===== src/u8sd_pkg.sv =====
// Shared types and constants for the UTF-8 stream decoder.
// Used by u8sd_head_unit and utf8_stream_decoder_core; depends on nothing.
package u8sd_pkg;

  // Depth of the pending byte queue, which is also the longest sequence.
  localparam int unsigned QUEUE_DEPTH = 5;
  localparam int unsigned CNT_W       = 3;

  // Replacement character for a bad sequence.
  localparam logic [23:0] BAD_CHAR = 24'h00003F;

  typedef logic [QUEUE_DEPTH-1:0][7:0] byte_q_t;

  // Sequencer states.
  typedef enum logic [1:0] {
    S_IDLE,
    S_EVAL,
    S_DROP
  } state_t;

  // One evaluation of the sequence at the head of the queue.
  typedef struct packed {
    logic             emit;
    logic [23:0]      cp;
    logic [CNT_W-1:0] used;
    logic             bad;
  } head_res_t;

endpackage


===== src/u8sd_head_unit.sv =====
// Decode unit for the sequence at the head of the pending queue.
// Depends on u8sd_pkg for the queue and result types.
module u8sd_head_unit (
  input  u8sd_pkg::byte_q_t          q,
  input  logic [u8sd_pkg::CNT_W-1:0] cnt,
  input  logic                       fin,
  output u8sd_pkg::head_res_t        res
);
  import u8sd_pkg::*;

  // Sequence length given by a lead byte; zero for a lead that cannot start one.
  function automatic logic [CNT_W-1:0] lead_len(input logic [7:0] b);
    logic [CNT_W-1:0] n;
    begin
      if (!b[7])      n = 3'd1;
      else if (!b[6]) n = 3'd0;
      else if (!b[5]) n = 3'd2;
      else if (!b[4]) n = 3'd3;
      else if (!b[3]) n = 3'd4;
      else if (!b[2]) n = 3'd5;
      else            n = 3'd0;
      return n;
    end
  endfunction

  logic [7:0]       lead;
  logic [CNT_W-1:0] need;
  logic [10:0]      v2;
  logic [15:0]      v3;
  logic [20:0]      v4;
  logic [25:0]      v5;
  logic             ok;
  logic [23:0]      val;

  assign lead = q[0];
  assign need = lead_len(lead);

  // Assemble each candidate value; continuation bytes give six bits each.
  assign v2 = {lead[4:0], q[1][5:0]};
  assign v3 = {lead[3:0], q[1][5:0], q[2][5:0]};
  assign v4 = {lead[2:0], q[1][5:0], q[2][5:0], q[3][5:0]};
  assign v5 = {lead[1:0], q[1][5:0], q[2][5:0], q[3][5:0], q[4][5:0]};

  // Pick the value for the lead's length and check it for overlong or range errors.
  always_comb begin
    ok  = 1'b0;
    val = 24'd0;
    case (need)
      3'd1: begin
        ok  = 1'b1;
        val = {16'd0, lead};
      end
      3'd2: begin
        ok  = (v2 > 11'h07F);
        val = {13'd0, v2};
      end
      3'd3: begin
        ok  = (v3 > 16'h07FF);
        val = {8'd0, v3};
      end
      3'd4: begin
        ok  = (v4 > 21'h00FFFF);
        val = {3'd0, v4};
      end
      3'd5: begin
        ok  = (v5[25:24] == 2'd0) && (v5[23:21] != 3'd0);
        val = v5[23:0];
      end
      default: begin
        ok  = 1'b0;
        val = 24'd0;
      end
    endcase
  end

  // Decide whether a result is given now, and what it is.
  always_comb begin
    res.emit = 1'b0;
    res.cp   = BAD_CHAR;
    res.used = 3'd1;
    res.bad  = 1'b1;
    if (cnt != '0) begin
      if (need != '0 && need > cnt) begin
        // Incomplete sequence: wait for more bytes unless the buffer ends here.
        res.emit = fin;
      end else begin
        res.emit = 1'b1;
        if (need != '0 && ok) begin
          res.cp   = val;
          res.used = need;
          res.bad  = 1'b0;
        end
      end
    end
  end

endmodule


===== src/utf8_stream_decoder_core.sv =====
// Top level of the UTF-8 stream decoder: input queue, sequencer and output register.
// Depends on u8sd_pkg and u8sd_head_unit.
//
// Usage: bytes enter on in_byte/final_byte with in_valid/in_ready; decoded
// characters leave on code_point/byte_count/bad_sequence/run_end with
// out_valid/out_ready. One input transfer gives zero to five output transfers;
// run_end marks the last of them. A bad sequence gives '?' and drops only its
// lead byte, so the following bytes are decoded again.
// Timing: the block takes a byte only in its idle state. Each byte is accepted,
// then evaluated by the shared head decode unit; every result adds one more
// evaluation and a shift state for the bytes it consumes, since the queue
// advances one byte a cycle. A result is held one evaluation until it is known
// whether it ends the run, then moves to the output register.
// Reset empties the queue and clears all valid flags; no clearing pass is needed.
// When the receiver stalls, the output register holds its transfer and the
// sequencer waits only when a second result needs the register.
module utf8_stream_decoder_core (
  input  logic        clk,
  input  logic        rst,
  input  logic        in_valid,
  output logic        in_ready,
  input  logic [7:0]  in_byte,
  input  logic        final_byte,
  output logic        out_valid,
  input  logic        out_ready,
  output logic [23:0] code_point,
  output logic [2:0]  byte_count,
  output logic        bad_sequence,
  output logic        run_end
);
  import u8sd_pkg::*;

  state_t           state;
  state_t           state_next;
  byte_q_t          q;
  logic [CNT_W-1:0] cnt;
  logic [CNT_W-1:0] wr_idx;
  logic [CNT_W-1:0] drop_left;
  logic             fin;
  head_res_t        res;

  // Result waiting to learn whether it ends the run.
  logic             hold_vld;
  logic [23:0]      hold_cp;
  logic [CNT_W-1:0] hold_cnt;
  logic             hold_bad;

  // Sequencer strobes.
  logic accept;
  logic can_push;
  logic eval_go;
  logic push;

  u8sd_head_unit u_head (
    .q   (q),
    .cnt (cnt),
    .fin (fin),
    .res (res)
  );

  // A full queue overwrites its last entry.
  assign wr_idx = (cnt >= CNT_W'(QUEUE_DEPTH)) ? CNT_W'(QUEUE_DEPTH - 1) : cnt;

  // Next state.
  always_comb begin
    state_next = state;
    case (state)
      S_IDLE: begin
        if (in_valid) state_next = S_EVAL;
      end
      S_EVAL: begin
        if (eval_go) state_next = res.emit ? S_DROP : S_IDLE;
      end
      S_DROP: begin
        if (drop_left == 3'd1) state_next = S_EVAL;
      end
      default: state_next = S_IDLE;
    endcase
  end

  // Control outputs of the sequencer.
  always_comb begin
    in_ready = (state == S_IDLE);
    accept   = in_ready && in_valid;
    can_push = !out_valid || out_ready;
    eval_go  = (state == S_EVAL) && (!hold_vld || can_push);
    push     = eval_go && hold_vld;
  end

  // Control registers.
  always_ff @(posedge clk) begin
    if (rst) begin
      state     <= S_IDLE;
      cnt       <= '0;
      hold_vld  <= 1'b0;
      out_valid <= 1'b0;
      drop_left <= '0;
    end else begin
      state <= state_next;
      if (accept) begin
        cnt <= wr_idx + 3'd1;
      end else if (state == S_DROP) begin
        cnt       <= cnt - 3'd1;
        drop_left <= drop_left - 3'd1;
      end
      if (eval_go) begin
        hold_vld <= res.emit;
        if (res.emit) drop_left <= res.used;
      end
      if (push) out_valid <= 1'b1;
      else if (out_ready) out_valid <= 1'b0;
    end
  end

  // Queue storage and result payload.
  always_ff @(posedge clk) begin
    if (accept) begin
      q[wr_idx] <= in_byte;
      fin       <= final_byte;
    end else if (state == S_DROP) begin
      for (int i = 0; i < QUEUE_DEPTH - 1; i++) begin
        q[i] <= q[i+1];
      end
    end
    if (eval_go && res.emit) begin
      hold_cp  <= res.cp;
      hold_cnt <= res.used;
      hold_bad <= res.bad;
    end
    if (push) begin
      code_point   <= hold_cp;
      byte_count   <= hold_cnt;
      bad_sequence <= hold_bad;
      run_end      <= !res.emit;
    end
  end

  // Checks on the sequencer.
  a_idle_empty_hold: assert property (@(posedge clk) disable iff (rst)
    in_ready |-> !hold_vld)
    else $error("held result present while idle");

  a_cnt_range: assert property (@(posedge clk) disable iff (rst)
    cnt <= CNT_W'(QUEUE_DEPTH))
    else $error("queue count out of range");

  a_drop_bounds: assert property (@(posedge clk) disable iff (rst)
    (state == S_DROP) |-> (drop_left != '0) && (drop_left <= cnt))
    else $error("drop exceeds queued bytes");

  a_bad_shape: assert property (@(posedge clk) disable iff (rst)
    (out_valid && bad_sequence) |-> (byte_count == 3'd1) && (code_point == BAD_CHAR))
    else $error("bad result not a one-byte replacement");

  a_push_slot: assert property (@(posedge clk) disable iff (rst)
    push |-> can_push)
    else $error("result pushed into a full output register");

endmodule


===== config.mk =====
export PLATFORM = sky130hd
export DESIGN_NAME = utf8_stream_decoder_core
export DESIGN_NICKNAME = d
export VERILOG_FILES = /design/src/u8sd_pkg.sv /design/src/u8sd_head_unit.sv /design/src/utf8_stream_decoder_core.sv
export SDC_FILE = /design/constraint.sdc
export NUM_CORES = 1
export LEC_CHECK = 0
export BUFFER_PORTS_ARGS = -buffer_cell sky130_fd_sc_hd__buf_2
export CORE_UTILIZATION = 46
export CTS_BUF_LIST = sky130_fd_sc_hd__clkbuf_4
export DETAILED_ROUTE_END_ITERATION = 10
export PLACE_DENSITY = 0.74
export SYNTH_ARGS = -nofsm -noshare
export SYNTH_HDL_FRONTEND = slang
export SYNTH_HIERARCHICAL = 1
export SYNTH_SLANG_ARGS = --single-unit

===== constraint.sdc =====
create_clock -name clk -period 9.1 [get_ports clk]
set_clock_uncertainty 0.2 [all_clocks]
set_input_delay 1.82 -clock clk [delete_from_list [all_inputs] [get_ports clk]]
set_output_delay 1.82 -clock clk [all_outputs]
set_load 0.05 [all_outputs]

Word-level counts from Yosys, hierarchy flattened
Cells that the tools add are included.
W data, S select, Z words.
{ "classes": {"n_addsub": 3, "magnitude_cmp": 7, "eq_ne": 11, "muxes": 31, "n_bitwise": 2, "reduce_logical": 23} }
{ "ops": {"columns": ["op", "count"], "rows": [
  ["$pmux W24 S5", 1],
  ["$mux W32", 2],
  ["$mux W28", 2],
  ["$bwmux W40", 1],
  ["$mux W3", 13],
  ["$mux W29", 1],
  ["$demux W8 S3", 1],
  ["$gt A21 B16 Y1 const B", 1],
  ["$gt A16 B11 Y1 const B", 1],
  ["$gt A11 B7 Y1 const B", 1],
  ["$reduce_bool A3 Y1", 3],
  ["$logic_and A1 B1 Y1", 8],
  ["$mux W2", 4],
  ["$mux W8", 1],
  ["$eq A3 B1 Y1 const B", 2],
  ["$eq A3 B2 Y1 const B", 2],
  ["$eq A3 B3 Y1 const B", 2],
  ["$ne A2 B2 Y1 const B", 3],
  ["$pmux W2 S3", 1],
  ["$sub A3 B1 Y3 const B", 2],
  ["$pmux W1 S5", 1],
  ["$logic_not A2 Y1", 2],
  ["$lt A3 B4 Y1 const B", 1],
  ["$reduce_bool A2 Y1", 2],
  ["other kinds (13)", 19]
]} }
{ "word_totals": {"ff_bits": 108, "elab_cells": 95} }

Logic depth before layout (Yosys ltp)
{ "depth": {"depth_word": 15, "ltp_mapped": 13, "depth_no_buf": 12} }

Hierarchy
The synthesis kept the hierarchy.
{ "modules_own_cells": {"columns": ["module", "instances", "cells_each", "area_each_um2", "seq_area_each_um2"], "rows": [
  ["utf8_stream_decoder_core", 1, 216, 3900.0, 3143.0],
  ["u8sd_head_unit", 1, 141, 912.1, 0.0]
]} }

Worst setup path before layout
No wires, ideal clock.
{ "synth_timing": {"kind": "input -> register", "from": "in in_valid", "to": "reg q[24] (netlist name) (enable)", "setup_ps": 329, "t_arrival_ps": 2952, "setup_slack_ps": 5619, "cell_stages": 4, "path_buffers": 1, "path_cell_list": "or4b_1 buf_6 nor3_4 or2_1"} }
{ "synth_via": {"elab_chain_len": 2} }
{ "synth_rtl": {"columns": ["element", "line_no", "text"], "rows": [
  ["from (decl)", "utf8_stream_decoder_core.sv:20", "input logic in_valid,"],
  ["$logic_and A1 B1 Y1", "utf8_stream_decoder_core.sv:84", "accept = in_ready && in_valid;"],
  ["$reduce_bool A2 Y1 (no line)", null, null],
  ["to (signal, indexed assignment)", "utf8_stream_decoder_core.sv:118", "q[wr_idx] <= in_byte;"],
  ["to (signal, indexed assignment)", "utf8_stream_decoder_core.sv:122", "q[i] <= q[i+1];"],
  ["to (decl)", "utf8_stream_decoder_core.sv:35", "byte_q_t q;"]
]} }
Every way passes these cells.
A chain may end at the register's enable or synchronous reset.

==> impl_results.md <==
- Status: finished clean
- Final Power: 0.911 mW
- Syn-to-layout area delta: 8.37%
- Synth Area in Adders: 0.0156
- Post-route design area: 5220 um2
- # diodes: 0
- Share of cells above drive strength 1: 0.172
- Synth Register Bits: 108
- I/O Buffers: 43
- Main flop type after synthesis: edfxtp_1
- Post-CTS Hold Buffers: 0
- WS Path Type: reg2reg
- Placed Area: 5100 um2
- Cts bufs inserted: 9
- DRT Wirelength: 9.04 mm
- CTS Sinks: 108
- Floorplan row count: 36
- Final TNS setup: 0 ns
- CP startpoint kind: flop
- Max Cap Violations: 0
- PwrDens: 175 nW/um2
- Worst slew margin: 0.149
- First-pass GRT wire length: 14.3 mm
- Largest net degree at the start of global routing: 37
- Worst VDD drop: 0.0693 mV
- CP arrival: 3.67 ns
- Detailed Place HPWL: 6.37 mm
- GRT Overall Usage: 0.172
- Synth Area in Simple Gates: 0.132
- Xor and xnor area share after synthesis: 0.00546
- Post-synth EDFFs: 98
- GR Overflow Total: 0
- Worst-margin pin slew: 1.28 ns
- Distinct cells, synth: 45
- Initial antenna violation count: 0
- Final min period: 3.80 ns
- Top Ports: 44
- Max FO, Critical Path: 29
- Final period utilization: 0.418
- Vias in the first global route: 2752
- Skew-Pair Late Insertion Delay: 0.45 ns
- Total number of vias: 3125
- Core area: 9950 um2
- Clock root buffer master: clkbuf_4
- Initial Util: 0.483
- CTS tree: yes
- DRT Pass-1 Iters: 5
- Sequential fraction of the synthesis area: 0.653
- Multiplexer share of the synthesized area: 0
- First DRT Iteration DRCs: 219
- Pre-CTS setup slack: 5.02 ns
- Hold Vio Cnt, Final: 0
- Post-Syn Nets: 376
- CTS-repair resized insts: 0
- Post-CTS Setup Bufs: 0
- Routed len/inst: 17.1 um
- Average size of a mapped cell: 13.5 um2
- Drt via density: 5.92
- Final #Nets: 409
- Max Fclk: 263 MHz
- Compound-cell area share of the yosys netlist: 0.159
- Cell count after synthesis: 357
- Die H: 104 um
- Dpl cells: 512
- H-tree depth: 3
- Post-synth ARST share: 0
- Most common cell after layout, fill and taps aside: edfxtp_1
- Commonest cells after routing, fill and taps aside: edfxtp_1 (98), buf_2 (43), a22o_1 (32)
- Worst hold path type: reg2reg
- Gpl congestion: 0.964
- Die area: 10900 um2
- Worst Path Required: 8.97 ns
- Largest family of logic cells by synthesized area: compound AO/OA/AOI/OAI gates
- Clock Path Buffers: 2
- RSZ-0062 raised after global routing: false
- Final setup viols: 0
- Die X: 104 um
- Yosys warns: 6
- DRT antenna net count: 0
- Utilization after layout: 0.524
- Leak: 1.73 nW
- Final Max Slew Viols: 0
- Crit end category: flop
- Worst hold slack: 0.218 ns
- Setup WS post-layout: 5.30 ns
- DRC: 0
- Synthesized cell area: 4810 um2
- Reg clk slew, reported paths: 0.16 ns
- Non-Filler Instances: 528
==> per-layer routing <==
metal,vias up,GRT usage,wire [um]
li1,1478,-,-
met1,1473,0.233,4030
met2,159,0.265,4020
met3,15,0.0401,792
met4,0,0.0704,197
met5,-,0,0
==> state kept, by name, indices dropped and copies added, names as in the netlist <==
register,flops
q,40
code_point,24
hold_cp,24
byte_count,3
cnt,3
drop_left,3
hold_cnt,3
state,2
bad_sequence,1
fin,1
hold_bad,1
hold_vld,1
out_valid,1
run_end,1
==> cell type report <==
class / count / area [um2]
sequential: 108 / 3140
inverter: 14 / 52.6
multi-input combinational: 211 / 1500
tap: 133 / 166
clock inverter: 7 / 50.0
clock buffer: 9 / 67.6
fill: 830 / 4740
timing repair buffer: 46 / 238
==> cell families after synthesis <==
| logic type | Yosys count |
|---|---|
| simple gates | 107 |
| flops | 108 |
| buf+inv | 38 |
| fa+ha+maj | 6 |
| xor+xnor | 3 |
| compound gates | 95 |
==> report_power, final <==
group	total, mW	leakage, nW	switching (mW)	internal, mW
Combinational	0.119	0.676	0.0748	0.0442
Sequential	0.587	0.990	0.0245	0.562
Clock	0.205	0.0604	0.148	0.0573
==> cell usage after synthesis (all sizes together), types with 2 or more instances <==
library cell | instances | area [um2]
a211oi | 6 | 45.0
a31oi | 6 | 37.5
a22oi | 7 | 52.6
buf | 9 | 62.6
dfxtp | 10 | 200
a221oi | 10 | 87.6
edfxtp | 98 | 2940
a22o | 32 | 280
and3 | 3 | 18.8
nand2b | 10 | 62.6
nor2 | 15 | 56.3
clkbuf | 15 | 56.3
a221o | 4 | 40.0
nor3 | 25 | 170
o21ai | 4 | 20.0
a21oi | 14 | 70.1
nand3b | 8 | 60.1
ha | 6 | 75.1
nor2b | 8 | 50.1
xor2 | 2 | 17.5
nand3 | 9 | 45.0
or2 | 5 | 33.8
nand2 | 13 | 48.8
a211o | 2 | 17.5
nand4 | 3 | 18.8
a222oi | 5 | 50.1
inv | 14 | 52.6
==> worst paths after layout <==
check / start / end / slack (ns) / depth (start not counted)
setup / recovery: q[5]$_DFFE_PP_ / hold_cp[8]$_DFFE_PP_ / 5.30 / 9
hold / removal: hold_cp[8]$_DFFE_PP_ / code_point[8]$_DFFE_PP_ / 0.22 / 0
setup reg to reg: q[5]$_DFFE_PP_ / hold_cp[8]$_DFFE_PP_ / 5.30 / 9
hold reg to reg: hold_cp[8]$_DFFE_PP_ / code_point[8]$_DFFE_PP_ / 0.22 / 0
==> worst max-delay path: stages (launching register included) <==
cell and delay, ns:
edfxtp_1 0.74, nand4_1 0.33, a21oi_1 0.25, ha_1 0.27
nor2_1 0.09, a31oi_1 0.06, and2_1 0.18, a21oi_1 0.22
nand3_1 0.26, inv_1 0.81
(Power assumes the default switching activity.)
